**src/design/wtd_pkg.sv**
```systemverilog
// ----------------------------------------------------------------------------
// wtd_pkg
// Types, constants and helpers for the weighted tree distance block.
// ----------------------------------------------------------------------------
package wtd_pkg;

  localparam int MAX_NODES   = 1024;
  localparam int LIFT_LEVELS = 10;
  localparam int NODE_W      = 10;
  localparam int CNT_W       = $clog2(MAX_NODES + 1);
  localparam int DEPTH_W     = 10;
  localparam int DIST_W      = 40;
  localparam int EDGE_W      = 30;
  localparam int FUNC_W      = 2;
  localparam int LVL_W       = (LIFT_LEVELS > 1) ? $clog2(LIFT_LEVELS) : 1;
  localparam int ANC_DEPTH   = MAX_NODES * LIFT_LEVELS;
  localparam int ANC_AW      = $clog2(ANC_DEPTH);

  localparam logic [LVL_W-1:0] LAST_LVL = LVL_W'(LIFT_LEVELS - 1);

  // Function codes of an input transaction
  localparam logic [FUNC_W-1:0] FUNC_CLEAR = FUNC_W'(0);
  localparam logic [FUNC_W-1:0] FUNC_ADD   = FUNC_W'(1);
  localparam logic [FUNC_W-1:0] FUNC_QUERY = FUNC_W'(2);

  // Result status codes
  localparam logic ST_OK     = 1'b0;
  localparam logic ST_ABSENT = 1'b1;

  typedef enum logic [4:0] {
    S_IDLE,
    S_ADD_INIT,
    S_ADD_SUM,
    S_ADD_RD,
    S_ADD_WR,
    S_Q_INIT,
    S_Q_RDB,
    S_Q_ORDER,
    S_Q_LIFT,
    S_Q_LIFT_WR,
    S_Q_MEET,
    S_Q_JRD,
    S_Q_JCMP,
    S_Q_PAR,
    S_Q_PAR_WR,
    S_Q_LCA_RD,
    S_Q_LCA_SUB,
    S_RESULT
  } state_t;

  typedef enum logic {
    ALU_ADD,
    ALU_SUB
  } alu_op_t;

  // Table requests from the sequencer
  typedef struct packed {
    logic                anc_we;
    logic [NODE_W-1:0]   anc_wnode;
    logic [LVL_W-1:0]    anc_wlvl;
    logic [NODE_W-1:0]   anc_wdata;
    logic [NODE_W-1:0]   anc_rx;
    logic [NODE_W-1:0]   anc_ry;
    logic [LVL_W-1:0]    anc_rlvl;
    logic                nd_we;
    logic [NODE_W-1:0]   nd_waddr;
    logic [DEPTH_W-1:0]  dep_wdata;
    logic [DIST_W-1:0]   dist_wdata;
    logic [NODE_W-1:0]   nd_raddr;
  } tbl_req_t;

  // Registered read data back to the sequencer
  typedef struct packed {
    logic [NODE_W-1:0]  anc_x;
    logic [NODE_W-1:0]  anc_y;
    logic [DEPTH_W-1:0] dep;
    logic [DIST_W-1:0]  node_dist;
  } tbl_rsp_t;

  // Flat ancestor-table address of one row entry
  function automatic logic [ANC_AW-1:0] anc_addr(input logic [NODE_W-1:0] node,
                                                 input logic [LVL_W-1:0] lvl);
    return ANC_AW'(ANC_AW'(node) * ANC_AW'(LIFT_LEVELS)) + ANC_AW'(lvl);
  endfunction

endpackage

```
**src/design/wtd_alu.sv**
```systemverilog
// ----------------------------------------------------------------------------
// wtd_alu
// Shared 40-bit add/subtract unit for root distances and path lengths.
// ----------------------------------------------------------------------------
module wtd_alu (
  input  wtd_pkg::alu_op_t            op,
  input  logic [wtd_pkg::DIST_W-1:0]  op_a,
  input  logic [wtd_pkg::DIST_W-1:0]  op_b,
  output logic [wtd_pkg::DIST_W-1:0]  result
);

  // Wrap modulo 2^40
  always_comb begin
    unique case (op)
      wtd_pkg::ALU_ADD: result = op_a + op_b;
      wtd_pkg::ALU_SUB: result = op_a - op_b;
      default:          result = op_a;
    endcase
  end

endmodule

```
**src/design/wtd_seq.sv**
```systemverilog
// ----------------------------------------------------------------------------
// wtd_seq
// Sequencer: node insertion, level-by-level LCA walk, result register.
// ----------------------------------------------------------------------------
module wtd_seq (
  input  logic                        clk,
  input  logic                        rst_n,
  input  logic                        in_valid,
  output logic                        in_ready,
  input  logic [wtd_pkg::FUNC_W-1:0]  in_func,
  input  logic [wtd_pkg::NODE_W-1:0]  in_first,
  input  logic [wtd_pkg::NODE_W-1:0]  in_second,
  input  logic [wtd_pkg::EDGE_W-1:0]  in_edge,
  output logic                        out_valid,
  input  logic                        out_ready,
  output logic [wtd_pkg::DIST_W-1:0]  out_len,
  output logic                        out_status,
  output wtd_pkg::tbl_req_t           req,
  input  wtd_pkg::tbl_rsp_t           rsp
);

  wtd_pkg::state_t state_r, state_nxt;
  logic [wtd_pkg::CNT_W-1:0]       cnt_r, cnt_nxt;
  logic [wtd_pkg::NODE_W-1:0]      x_r, x_nxt;
  logic [wtd_pkg::NODE_W-1:0]      y_r, y_nxt;
  logic [wtd_pkg::LVL_W-1:0]       lvl_r, lvl_nxt;
  logic [wtd_pkg::LIFT_LEVELS-1:0] diff_r, diff_nxt;
  logic [wtd_pkg::DEPTH_W-1:0]     depa_r, depa_nxt;
  logic [wtd_pkg::DIST_W-1:0]      acc_r, acc_nxt;
  logic [wtd_pkg::EDGE_W-1:0]      weight_r, weight_nxt;
  logic                            err_r, err_nxt;
  logic                            out_valid_r, out_valid_nxt;
  logic [wtd_pkg::DIST_W-1:0]      out_len_r, out_len_nxt;
  logic                            out_status_r, out_status_nxt;

  wtd_pkg::alu_op_t            alu_op;
  logic [wtd_pkg::DIST_W-1:0]  alu_a;
  logic [wtd_pkg::DIST_W-1:0]  alu_b;
  logic [wtd_pkg::DIST_W-1:0]  alu_y;
  logic [wtd_pkg::NODE_W-1:0]  new_node;
  logic [wtd_pkg::DEPTH_W-1:0] diff_full;
  logic                        in_acc;

  wtd_alu u_alu (
    .op     (alu_op),
    .op_a   (alu_a),
    .op_b   (alu_b),
    .result (alu_y)
  );

  assign new_node   = cnt_r[wtd_pkg::NODE_W-1:0];
  assign in_ready   = (state_r == wtd_pkg::S_IDLE);
  assign in_acc     = in_valid && in_ready;
  assign out_valid  = out_valid_r;
  assign out_len    = out_len_r;
  assign out_status = out_status_r;

  // Control registers
  always_ff @(posedge clk) begin
    if (!rst_n) begin
      state_r     <= wtd_pkg::S_IDLE;
      cnt_r       <= wtd_pkg::CNT_W'(1);
      out_valid_r <= 1'b0;
    end else begin
      state_r     <= state_nxt;
      cnt_r       <= cnt_nxt;
      out_valid_r <= out_valid_nxt;
    end
  end

  // Datapath registers
  always_ff @(posedge clk) begin
    x_r          <= x_nxt;
    y_r          <= y_nxt;
    lvl_r        <= lvl_nxt;
    diff_r       <= diff_nxt;
    depa_r       <= depa_nxt;
    acc_r        <= acc_nxt;
    weight_r     <= weight_nxt;
    err_r        <= err_nxt;
    out_len_r    <= out_len_nxt;
    out_status_r <= out_status_nxt;
  end

  // Next state, table requests and ALU selection
  always_comb begin
    state_nxt      = state_r;
    cnt_nxt        = cnt_r;
    x_nxt          = x_r;
    y_nxt          = y_r;
    lvl_nxt        = lvl_r;
    diff_nxt       = diff_r;
    depa_nxt       = depa_r;
    acc_nxt        = acc_r;
    weight_nxt     = weight_r;
    err_nxt        = err_r;
    out_valid_nxt  = out_valid_r && !out_ready;
    out_len_nxt    = out_len_r;
    out_status_nxt = out_status_r;
    diff_full      = '0;

    alu_op = wtd_pkg::ALU_ADD;
    alu_a  = acc_r;
    alu_b  = rsp.node_dist;

    req            = '0;
    req.anc_rx     = x_r;
    req.anc_ry     = y_r;
    req.anc_rlvl   = lvl_r;
    req.anc_wnode  = new_node;
    req.anc_wlvl   = lvl_r;
    req.anc_wdata  = rsp.anc_x;
    req.nd_waddr   = new_node;
    req.nd_raddr   = x_r;
    req.dep_wdata  = rsp.dep + wtd_pkg::DEPTH_W'(1);
    req.dist_wdata = alu_y;

    unique case (state_r)
      wtd_pkg::S_IDLE: begin
        if (in_acc) begin
          x_nxt      = in_first;
          y_nxt      = in_second;
          weight_nxt = in_edge;
          unique case (in_func)
            wtd_pkg::FUNC_CLEAR: cnt_nxt = wtd_pkg::CNT_W'(1);
            wtd_pkg::FUNC_ADD: begin
              if ((wtd_pkg::CNT_W'(in_first) < cnt_r) &&
                  (cnt_r < wtd_pkg::CNT_W'(wtd_pkg::MAX_NODES))) begin
                state_nxt = wtd_pkg::S_ADD_INIT;
              end
            end
            wtd_pkg::FUNC_QUERY: begin
              if ((wtd_pkg::CNT_W'(in_first) < cnt_r) &&
                  (wtd_pkg::CNT_W'(in_second) < cnt_r)) begin
                err_nxt   = wtd_pkg::ST_OK;
                state_nxt = wtd_pkg::S_Q_INIT;
              end else begin
                acc_nxt   = '0;
                err_nxt   = wtd_pkg::ST_ABSENT;
                state_nxt = wtd_pkg::S_RESULT;
              end
            end
            default: ;
          endcase
        end
      end

      // Insert: link level 0, read the parent's depth and distance
      wtd_pkg::S_ADD_INIT: begin
        req.anc_we    = 1'b1;
        req.anc_wlvl  = '0;
        req.anc_wdata = x_r;
        lvl_nxt       = wtd_pkg::LVL_W'(1);
        state_nxt     = wtd_pkg::S_ADD_SUM;
      end

      wtd_pkg::S_ADD_SUM: begin
        alu_a     = rsp.node_dist;
        alu_b     = wtd_pkg::DIST_W'(weight_r);
        req.nd_we = 1'b1;
        if (wtd_pkg::LIFT_LEVELS == 1) begin
          cnt_nxt   = cnt_r + wtd_pkg::CNT_W'(1);
          state_nxt = wtd_pkg::S_IDLE;
        end else begin
          state_nxt = wtd_pkg::S_ADD_RD;
        end
      end

      // Fetch the ancestor one level below on the current node
      wtd_pkg::S_ADD_RD: begin
        req.anc_rlvl = lvl_r - wtd_pkg::LVL_W'(1);
        state_nxt    = wtd_pkg::S_ADD_WR;
      end

      wtd_pkg::S_ADD_WR: begin
        req.anc_we = 1'b1;
        x_nxt      = rsp.anc_x;
        if (lvl_r == wtd_pkg::LAST_LVL) begin
          cnt_nxt   = cnt_r + wtd_pkg::CNT_W'(1);
          state_nxt = wtd_pkg::S_IDLE;
        end else begin
          lvl_nxt   = lvl_r + wtd_pkg::LVL_W'(1);
          state_nxt = wtd_pkg::S_ADD_RD;
        end
      end

      // Query: read both endpoints
      wtd_pkg::S_Q_INIT: begin
        state_nxt = wtd_pkg::S_Q_RDB;
      end

      wtd_pkg::S_Q_RDB: begin
        depa_nxt     = rsp.dep;
        acc_nxt      = rsp.node_dist;
        req.nd_raddr = y_r;
        state_nxt    = wtd_pkg::S_Q_ORDER;
      end

      // Sum both distances, put the deeper node in x
      wtd_pkg::S_Q_ORDER: begin
        acc_nxt = alu_y;
        if (depa_r < rsp.dep) begin
          x_nxt     = y_r;
          y_nxt     = x_r;
          diff_full = rsp.dep - depa_r;
        end else begin
          diff_full = depa_r - rsp.dep;
        end
        diff_nxt  = wtd_pkg::LIFT_LEVELS'(diff_full);
        lvl_nxt   = wtd_pkg::LAST_LVL;
        state_nxt = wtd_pkg::S_Q_LIFT;
      end

      // Lift x by the depth difference, top level first
      wtd_pkg::S_Q_LIFT: begin
        if (diff_r[lvl_r]) begin
          state_nxt = wtd_pkg::S_Q_LIFT_WR;
        end else if (lvl_r == '0) begin
          state_nxt = wtd_pkg::S_Q_MEET;
        end else begin
          lvl_nxt = lvl_r - wtd_pkg::LVL_W'(1);
        end
      end

      wtd_pkg::S_Q_LIFT_WR: begin
        x_nxt = rsp.anc_x;
        if (lvl_r == '0) begin
          state_nxt = wtd_pkg::S_Q_MEET;
        end else begin
          lvl_nxt   = lvl_r - wtd_pkg::LVL_W'(1);
          state_nxt = wtd_pkg::S_Q_LIFT;
        end
      end

      wtd_pkg::S_Q_MEET: begin
        if (x_r == y_r) begin
          state_nxt = wtd_pkg::S_Q_LCA_RD;
        end else begin
          lvl_nxt   = wtd_pkg::LAST_LVL;
          state_nxt = wtd_pkg::S_Q_JRD;
        end
      end

      // Jump both nodes while their ancestors differ
      wtd_pkg::S_Q_JRD: begin
        state_nxt = wtd_pkg::S_Q_JCMP;
      end

      wtd_pkg::S_Q_JCMP: begin
        if (rsp.anc_x != rsp.anc_y) begin
          x_nxt = rsp.anc_x;
          y_nxt = rsp.anc_y;
        end
        if (lvl_r == '0) begin
          state_nxt = wtd_pkg::S_Q_PAR;
        end else begin
          lvl_nxt   = lvl_r - wtd_pkg::LVL_W'(1);
          state_nxt = wtd_pkg::S_Q_JRD;
        end
      end

      // Common ancestor is the parent of x
      wtd_pkg::S_Q_PAR: begin
        req.anc_rlvl = '0;
        state_nxt    = wtd_pkg::S_Q_PAR_WR;
      end

      wtd_pkg::S_Q_PAR_WR: begin
        x_nxt     = rsp.anc_x;
        state_nxt = wtd_pkg::S_Q_LCA_RD;
      end

      wtd_pkg::S_Q_LCA_RD: begin
        state_nxt = wtd_pkg::S_Q_LCA_SUB;
      end

      // Subtract twice the ancestor's distance
      wtd_pkg::S_Q_LCA_SUB: begin
        alu_op    = wtd_pkg::ALU_SUB;
        alu_b     = {rsp.node_dist[wtd_pkg::DIST_W-2:0], 1'b0};
        acc_nxt   = alu_y;
        state_nxt = wtd_pkg::S_RESULT;
      end

      // Hand the answer to the output register once it is free
      wtd_pkg::S_RESULT: begin
        if (!out_valid_r || out_ready) begin
          out_valid_nxt  = 1'b1;
          out_len_nxt    = acc_r;
          out_status_nxt = err_r;
          state_nxt      = wtd_pkg::S_IDLE;
        end
      end

      default: state_nxt = wtd_pkg::S_IDLE;
    endcase
  end

endmodule

```
**config.mk**
```make
export PLATFORM = sky130hd
export DESIGN_NAME = wtd_seq
export DESIGN_NICKNAME = d
export VERILOG_FILES = /design/src/design/wtd_pkg.sv /design/src/design/wtd_alu.sv /design/src/design/wtd_seq.sv
export SDC_FILE = /design/constraint.sdc
export NUM_CORES = 1
export LEC_CHECK = 0
export CORE_UTILIZATION = 32
export DETAILED_ROUTE_END_ITERATION = 12
export DONT_BUFFER_PORTS = 1
export GPL_TIMING_DRIVEN = 1
export HOLD_SLACK_MARGIN = 0.1
export PLACE_DENSITY = 0.47
export SYNTH_ARGS = -nofsm -noshare
export SYNTH_HDL_FRONTEND = slang
export SYNTH_HIERARCHICAL = 1
export SYNTH_SLANG_ARGS = --single-unit
```
**constraint.sdc**
```tcl
create_clock -name clk -period 5.27 [get_ports clk]
set_input_delay 0.2635 -clock clk [delete_from_list [all_inputs] [get_ports clk]]
set_output_delay 0.2635 -clock clk [all_outputs]
set_load 0.005 [all_outputs]
```
# Word level (Yosys, flattened, before mapping)
# Cells that the tools add are included.
[totals]
out_inout_bits = 163
wordCells = 139
reg_bits = 173
in_bits = 126
[op_classes]
addsub = 8
order_cmp = 5
muxes = 48
bitwise = 1
reduce_logical = 28
n_eq_ne = 36
[ops]
columns = ["operator", "count"]
rows = [
  ["40-bit two-way mux", 4],
  ["40-bit case mux with 2 select lines", 2],
  ["40-bit case mux with 3 select lines", 1],
  ["5-bit case mux with 18 select lines", 1],
  ["10-bit two-way mux", 8],
  ["40-bit adder", 1],
  ["5-bit by 4-bit equality test with 1-bit output (second input constant)", 8],
  ["10-bit case mux with 4 select lines", 1],
  ["40-bit subtractor", 1],
  ["11-bit two-way mux", 3],
  ["5-bit two-way mux", 6],
  ["10-bit case mux with 3 select lines", 1],
  ["4-bit case mux with 6 select lines", 1],
  ["10-bit by 11-bit less-than comparator with 1-bit output", 2],
  ["11-bit case mux with 2 select lines", 1],
  ["5-bit by 3-bit equality test with 1-bit output (second input constant)", 4],
  ["4-bit AND reduction", 5],
  ["10-bit subtractor", 2],
  ["4-bit two-way mux", 4],
  ["2-bit != test (second input constant)", 8],
  ["14-bit two-way mux", 1],
  ["11-bit by 1-bit adder with 11-bit output (second input constant)", 1],
  ["11-bit less-than comparator (second input constant)", 1],
  ["10-bit by 1-bit adder with 10-bit output (second input constant)", 1],
  ["37 further kinds", 58],
]

# Logic depth before layout (Yosys ltp)
# Gate-level depths: netlist of the first run.
[depth]
depth_word = 6
ltp_mapped = 27

# By module
# The synthesis of the first run kept the hierarchy.
[modules_own_cells]
columns = ["module", "area_per_inst_um2", "cells_per_inst", "seq_area_each_um2", "n_inst"]
rows = [
  ["wtd_seq", 10114.7, 1013, 5024.8, 1],
  ["wtd_alu", 3049.2, 461, 0.0, 1],
]

# Least setup slack after synthesis of the first run
# OpenSTA, ideal clock, no wires.
[synth_timing]
kind = "register to register"
startpoint = "register state_r[0]"
endpoint = "register acc_r[37] (netlist bit), data pin"
path_slack_ns = -0.406
t_required_ns = 5.014
arrival_time_ns = 5.420
period_less_slack_ns = 5.676
stages_incl_launch_ff = 25
n_path_buf = 3
cell_sequence = "dfxtp_1 or3_1 clkbuf_1 nor2_1 nor2_1 clkbuf_1 nand2_1 nand2_1 or4_1 or3_1 nor4_1 nand2b_1 nor4_1 a21oi_1 xnor2_1 ha_1 clkbuf_1 a21o_1 a221o_1 a21o_1 nor3_1 o221ai_1 a41oi_1 xnor2_1 a22o_1"
[synth_rtl]
columns = ["element", "line_no", "rtl"]
rows = [
  ["from (decl)", "wtd_seq.sv:22", "wtd_pkg::state_t state_r, state_nxt;"],
  ["from (signal assigned)", "wtd_seq.sv:61", "state_r <= wtd_pkg::S_IDLE;"],
  ["from (signal assigned)", "wtd_seq.sv:65", "state_r <= state_nxt;"],
  ["to (signal assigned)", "wtd_seq.sv:78", "acc_r <= acc_nxt;"],
  ["to (decl)", "wtd_seq.sv:29", "logic [wtd_pkg::DIST_W-1:0] acc_r, acc_nxt;"],
]

==> results of run 1 <==
## state kept, by name, summed over array words and instances (netlist names)
register,count
y_r,10
diff_r,10
cnt_r,11
err_r,1
acc_r,40
weight_r,30
state_r,5
x_r,10
out_len,40
out_status,1
lvl_r,4
out_valid,1
depa_r,10
## synth_stat cells (7+ instances only)
master    instances  area share, %
buf_4            21            1.2
clkbuf_1         51            1.5
nand3_1          26           0.99
inv_1            63            1.8
nor2b_1          18           0.86
nor2_1           76            2.2
ha_1             82            7.8
a22o_1           51            3.4
xor2_1           40            2.7
mux2_2           21            1.8
a22oi_1          50            2.9
nor3_1           26           0.99
dfxtp_1          17            2.6
or3_1            10           0.48
o21ai_0          51            1.9
a21oi_1         108            4.1
buf_1             7           0.20
xnor2_1          80            5.3
buf_2            13           0.49
a211oi_1         14           0.80
nand2_1         291            8.3
a21o_1           24            1.4
nand2b_1         13           0.62
nor4_1           13           0.62
edfxtp_1        156             36
and3_1           13           0.62
a31oi_1          11           0.52
nand4_1          13           0.62
## critical path: cells and delay by family (launching register included)
| family | cells | cell delay (ns) |
|---|---|---|
| AO/OA/AOI/OAI | 6 | 0.98 |
| XOR/XNOR | 2 | 0.33 |
| adder cells (fa/ha/maj) | 1 | 0.30 |
| buffers and inverters | 4 | 0.63 |
| flip-flops | 1 | 0.33 |
| AND/OR/NAND/NOR | 12 | 2.37 |
## final cells by class
class	instances	area (sq um)
flip-flops and latches	173	5030
multi-input cells	1144	8190
inverters	64	243
repair buffers	364	3180
well taps	525	657
fillers	3945	22200
clock inverters	12	218
clock buffers	20	437
## power by group through the flow
stage,Clock [mW],Sequential (mW),Combinational [mW]
6_report,1.47,1.78,3.62
5_1_grt,1.55,1.80,3.93
4_1_cts,1.51,1.78,3.43
3_5_place_dp,0,1.81,2.99
3_3_place_gp,0,1.81,3.00
2_1_floorplan,0,1.76,1.57
## kinds of logic after synthesis
family	count (synthesis)	share of synthesized area, %
mux	28	2.52
compound gates	371	18.9
flops	173	38.2
buf+inv	157	5.21
simple gates	539	18.9
fa+ha+maj	85	8.25
xor+xnor	121	8.11
## stage by stage
stage | std cells | hold slack (ns) | util (%)
after global placement | 2122 | 0.362 | 37.7
after detailed placement | 2122 | 0.362 | 37.7
after CTS | 2290 | 0.100 | 43.9
after floorplan | 1474 | 0.362 | -
final | 2302 | 0.136 | 44.7
after global routing | 2302 | 0.116 | 44.7
## worst paths after layout
check,startpoint,end,slack (ns),cells past startpoint
min reg2reg,err_r,out_status,0.43,0
max reg2reg,state_r[2],acc_r[34],-0.07,27
min,in_func[0],state_r[4],0.14,4
max,state_r[2],req[48],-0.44,25
## layer usage
layer	up-vias	global-route usage, %
met3	42	5.01
met1	5962	29.6
met5	-	0
li1	5879	-
met4	0	7.28
met2	353	37.1
## cells in the final DEF (no fill, tap or decap), types with 37 or more instances in the layout
master and n:
xnor2_1 68, dlygate4sd3_1 123, a22o_1 51, nand2_1 287, buf_4 217, a22oi_1 50
ha_1 76, inv_1 63, edfxtp_1 156, nor2_1 71, o21ai_0 37, a21oi_1 93
## what timing repair did
item,4_1_cts,5_1_grt
buffers inserted,13,12
hold buffers,123,0
pin swaps,22,24
endpoints found under the setup margin,39,43
hold endpoints to repair,105,0
resized for setup,98,48
==> impl_metrics.csv, run 1 <==
group,metric,value,unit
status,status,"complete, but fails checks",
status,violations,"negative setup slack",
timing,tns,-5.75,ns
placement,numPortBuffers,0,
timing,min_period_over_period,108,%
final_layout,final_area,18000,sq um
setup_path,slowest_stage,"or4_4",
timing,fmax,175,MHz
global_routing,grt-ovfl-total,0,
die,dieArea,42000,sq um
setup_path,worstSetupStartpointType,"register",
routing,antenna_left,0,
power,pwr_density_cell,383,nW/um^2
timing,layout_setup_ws,-0.435,ns
routing,firstDrtPassIters,6,
routing,wl_met1,21.8,mm
logic_synthesis,synthesis.area,13200,sq um
timing,clock_skew,0.0149,ns
die,io_pins,289,
setup_path,cp_slowest_stage_delay,0.46,ns
setup_path,crit_type,"register to output port",
worst_hold_path,hp-class,"input pin to register",
timing,slew_viol_final,0,
timing,slew_headroom,23.8,%
placement,placed_area,15100,sq um
timing,rsz0062_at_grt,"true",
logic_synthesis,synth-main-ff-cell,"edfxtp_1",
routing,avgRoutedWirePerCell,20.7,microns
global_routing,grt_max_degree,61,
global_routing,grt_usage,22.7,%
logic_synthesis,synth.ff_latch_count,173,
clock_network,clock_latency,0.49,ns
logic_synthesis,syn_nets,1685,
die,core.rowCount,73,
flow_run,maxCapViolCount,0,
clock_network,clock-root-buffer,"clkbuf_16",
die,core_area,40200,sq um
routing,drc,0,
placement,gp_congestion,0.884,
placement,hpwl,34.7,mm
logic_synthesis,synth.distinct_cells,76,
global_routing,grt_pass1_wl,71.8,mm
logic_synthesis,synth_edf_count,156,
placement,place_ws,-0.239,ns
clock_network,clk_pin_slew,0.07,ns
clock_network,clock_path_buffers,2,
die,initial_utilization,32.8,%
global_routing,antenna_found_initial,0,
logic_synthesis,synth_seq_area_share,38.2,%
routing,route.met2.wl,22.6,mm
power,p_sw,2.54,mW
routing,drt_wl_total,47.6,mm
final_layout,area_growth,36.4,%
routing,drt_iter0_drc,868,
timing,setup_violations,23,
logic_synthesis,yosysWarningCount,6,
clock_network,cts_tree,"done",
timing,worst_pin_slew,1.14,ns
die,dieHeight,205,microns
power,seqPwrFrac,25.9,%
power,power,6.87,mW
final_layout,layout.nets,1975,
power,internal_power,4.33,mW
final_layout,layout-drive-gt1-share,23.5,%
setup_path,arrival,5.44,ns
setup_path,crit_fanout,10,
power,p_leak,7.34,nW
die,die_x,205,microns
clock_network,htree_levels,4,
clock_network,cts.sinks,173,
timing,finalHoldViolCount,0,
logic_synthesis,synthCells,1474,
setup_path,critPathMostFrequentCell,"buf_4",
routing,vias,12200,
power,pwr-share-comb,52.7,%
routing,vias_per_cell,5.32,
setup_path,critPathRequiredTime,5.01,ns
routing,dr_wl_met3,2.39,mm
logic_synthesis,syn_area_per_cell,8.93,sq um
logic_synthesis,async_reset_ff_share,0,%
power,switching_share,36.9,%
power,vdd_drop_max,0.279,mV
clock_network,cts-buffers-inserted,17,
global_routing,grt_pass1_vias,12200,
routing,routed.top_layer,"met4",
timing,fin_crit,5.71,ns
setup_path,endpoint_kind,"output port",
power,pwr-share-clk,21.4,%
final_layout,diodes,0,
No activity file was read; power rests on OpenSTA's default activity.
==> inputs of run 2 (changes only) <==
Settings changed: ABC_AREA set to 1, PLACE_DENSITY 0.47 to 0.46, SKIP_LAST_GASP set to 1.
Clock period 5.27 ns to 7.3 ns, I/O delays scaled along.
==> impl_metrics.csv, run 2 <==
group,metric,value,unit
status,status,"finished, final reports clean",
logic_synthesis,synth.ff_latch_count,173,
placement,numPortBuffers,0,
timing,fmax,157,MHz
timing,min_period_over_period,87.0,%
clock_network,clock_path_buffers,2,
die,dieArea,46700,sq um
setup_path,critPathRequiredTime,6.93,ns
timing,worst_pin_slew,1.01,ns
routing,antenna_left,0,
final_layout,final_cell_mix,"nand2_1 (649), inv_1 (331), nor2_1 (171)",
global_routing,antenna_found_initial,5,
setup_path,slowest_stage,"o21ai_0",
setup_path,critPathMostFrequentCell,"nand2_1",
timing,fin_crit,6.35,ns
setup_path,cp_slowest_stage_delay,0.57,ns
die,dieHeight,216,microns
routing,vias_per_cell,5.03,
global_routing,use_met2,37.2,%
clock_network,post_cts_buffers,0,
logic_synthesis,yosys.area.top_type,"edfxtp_1",
routing,drt_iter0_drc,869,
global_routing,grt-ovfl-total,0,
timing,rsz0062_at_grt,"false",
placement,gp_congestion,0.950,
logic_synthesis,synthCells,2090,
logic_synthesis,synth_seq_area_share,34.3,%
die,io_pins,289,
die,die_x,216,microns
worst_hold_path,hp-class,"input pin to register",
logic_synthesis,ys_top_cells_by_count,"nand2_1 (651), inv_1 (331), nor2_1 (172)",
logic_synthesis,synth_top_area_share,32.0,%
routing,vias,13800,
global_routing,grt_usage,22.4,%
global_routing,grt_max_degree,59,
global_routing,grt_pass1_wl,79.2,mm
final_layout,area_growth,12.7,%
flow_run,maxCapViolCount,0,
clock_network,htree_levels,4,
logic_synthesis,synth-main-ff-cell,"edfxtp_1",
power,pwr_density_cell,177,nW/um^2
setup_path,endpoint_kind,"output port",
clock_network,clock-root-buffer,"clkbuf_16",
logic_synthesis,syn_area_per_cell,7.01,sq um
power,vdd_drop_max,0.134,mV
routing,avgRoutedWirePerCell,19.0,microns
clock_network,cts.sinks,173,
global_routing,grtUsageMet1,28.0,%
power,p_leak,7.51,nW
routing,drt_wl_total,52.1,mm
routing,firstDrtPassIters,6,
global_routing,grt_pass1_vias,13300,
logic_synthesis,async_reset_ff_share,0,%
timing,tns,0,ns
final_layout,final_common_cell,"nand2_1",
setup_path,r2r_cells,29,
global_routing,use_met3,5.47,%
timing,clock_skew,0.0124,ns
timing,finalHoldViolCount,0,
timing,setup_violations,0,
logic_synthesis,synth.distinct_cells,49,
timing,slew_headroom,32.7,%
logic_synthesis,yosysWarningCount,6,
final_layout,layout.nets,2339,
die,core.rowCount,78,
final_layout,final_core_util,36.5,%
logic_synthesis,syn_nets,2301,
logic_synthesis,synth.most_common_cell,"nand2_1",
timing,slew_viol_final,0,
worst_hold_path,hold_depth,2,
setup_path,arrival,5.99,ns
logic_synthesis,synth_area_leaders,"edfxtp_1 (32%), nand2_1 (17%), inv_1 (8.5%)",
setup_path,crit_type,"register to output port",
final_layout,layout-drive-gt1-share,4.58,%
logic_synthesis,synth_edf_count,156,
clock_network,clk_pin_slew,0.08,ns
setup_path,crit_fanout,44,
logic_synthesis,synthesis.area,14700,sq um
die,core_area,45300,sq um
clock_network,clock_latency,0.50,ns
routing,drc,0,
setup_path,worstSetupStartpointType,"register",
global_routing,top_usage_layer,"met2",
placement,hpwl,42.1,mm
clock_network,cts-buffers-inserted,17,
clock_network,cts_tree,"done",
die,initial_utilization,32.4,%
## run 2: path summary, 6_finish.rpt
check / slack (ns) / start / end
hold reg to reg: 0.43 / err_r / out_status
setup reg to reg: 1.43 / state_r[1] / acc_r[37]
setup / recovery: 0.95 / state_r[1] / req[47]
hold / removal: 0.14 / in_first[5] / x_r[5]
## run 2: critical path, delay by kind of cell, from the launching register on
family	cells	cell delay, ns
simple gates	18	2.40
buf+inv	5	1.14
fa+ha+maj	2	0.73
compound gates	2	0.62
flops	1	0.35
xor+xnor	1	0.19
## run 2: where the power goes
group	switching (mW)	internal (mW)
Sequential	0.0346	1.13
Clock	0.480	0.487
Combinational	0.547	0.245
## run 2: cell families after synthesis
logic type / share of synthesized area, %
AO/OA/AOI/OAI: 12.7
flip-flops: 34.3
adder cells (fa/ha/maj): 7.41
AND/OR/NAND/NOR: 29.0
multiplexers: 0.0683
buffers and inverters: 11.2
XOR/XNOR: 5.38
## run 2: stage by stage
step / instances / instance area (sq um) / worst slack, ns / hold slack, ns / power, mW
3_3_place_gp: 2630 / 15100 / 1.38 / 0.416 / 1.94
4_1_cts: 2741 / 16500 / 0.899 / 0.104 / 2.95
3_5_place_dp: 2630 / 15100 / 1.44 / 0.412 / 1.94
6_report: 2742 / 16500 / 0.948 / 0.135 / 2.92
5_1_grt: 2741 / 16500 / 0.442 / 0.125 / 3.07
2_1_floorplan: 2090 / 14700 / 3.38 / 0.400 / 1.71
## run 2: layout make-up
| class | count | area, sq um |
|---|---|---|
| fillers | 4889 | 28800 |
| multi-input cells | 1509 | 8030 |
| flip-flops and latches | 173 | 5020 |
| inverters | 340 | 1280 |
| repair buffers | 87 | 851 |
| well taps | 600 | 751 |
| clock buffers | 17 | 425 |
| clock inverters | 15 | 165 |
| diodes | 1 | 2.50 |
## run 2: layer usage
layer	up-vias	share of wire, %
li1	6863	-
met1	6452	44
met2	404	47
met3	76	6.4
met4	6	2.6
met5	-	0.065
## run 2: timing repair
item | in CTS | in global routing
endpoints found under the hold margin | 64 | 0
hold buffers | 79 | 0
gates resized for setup | 0 | 0
setup endpoints to repair | 0 | 0
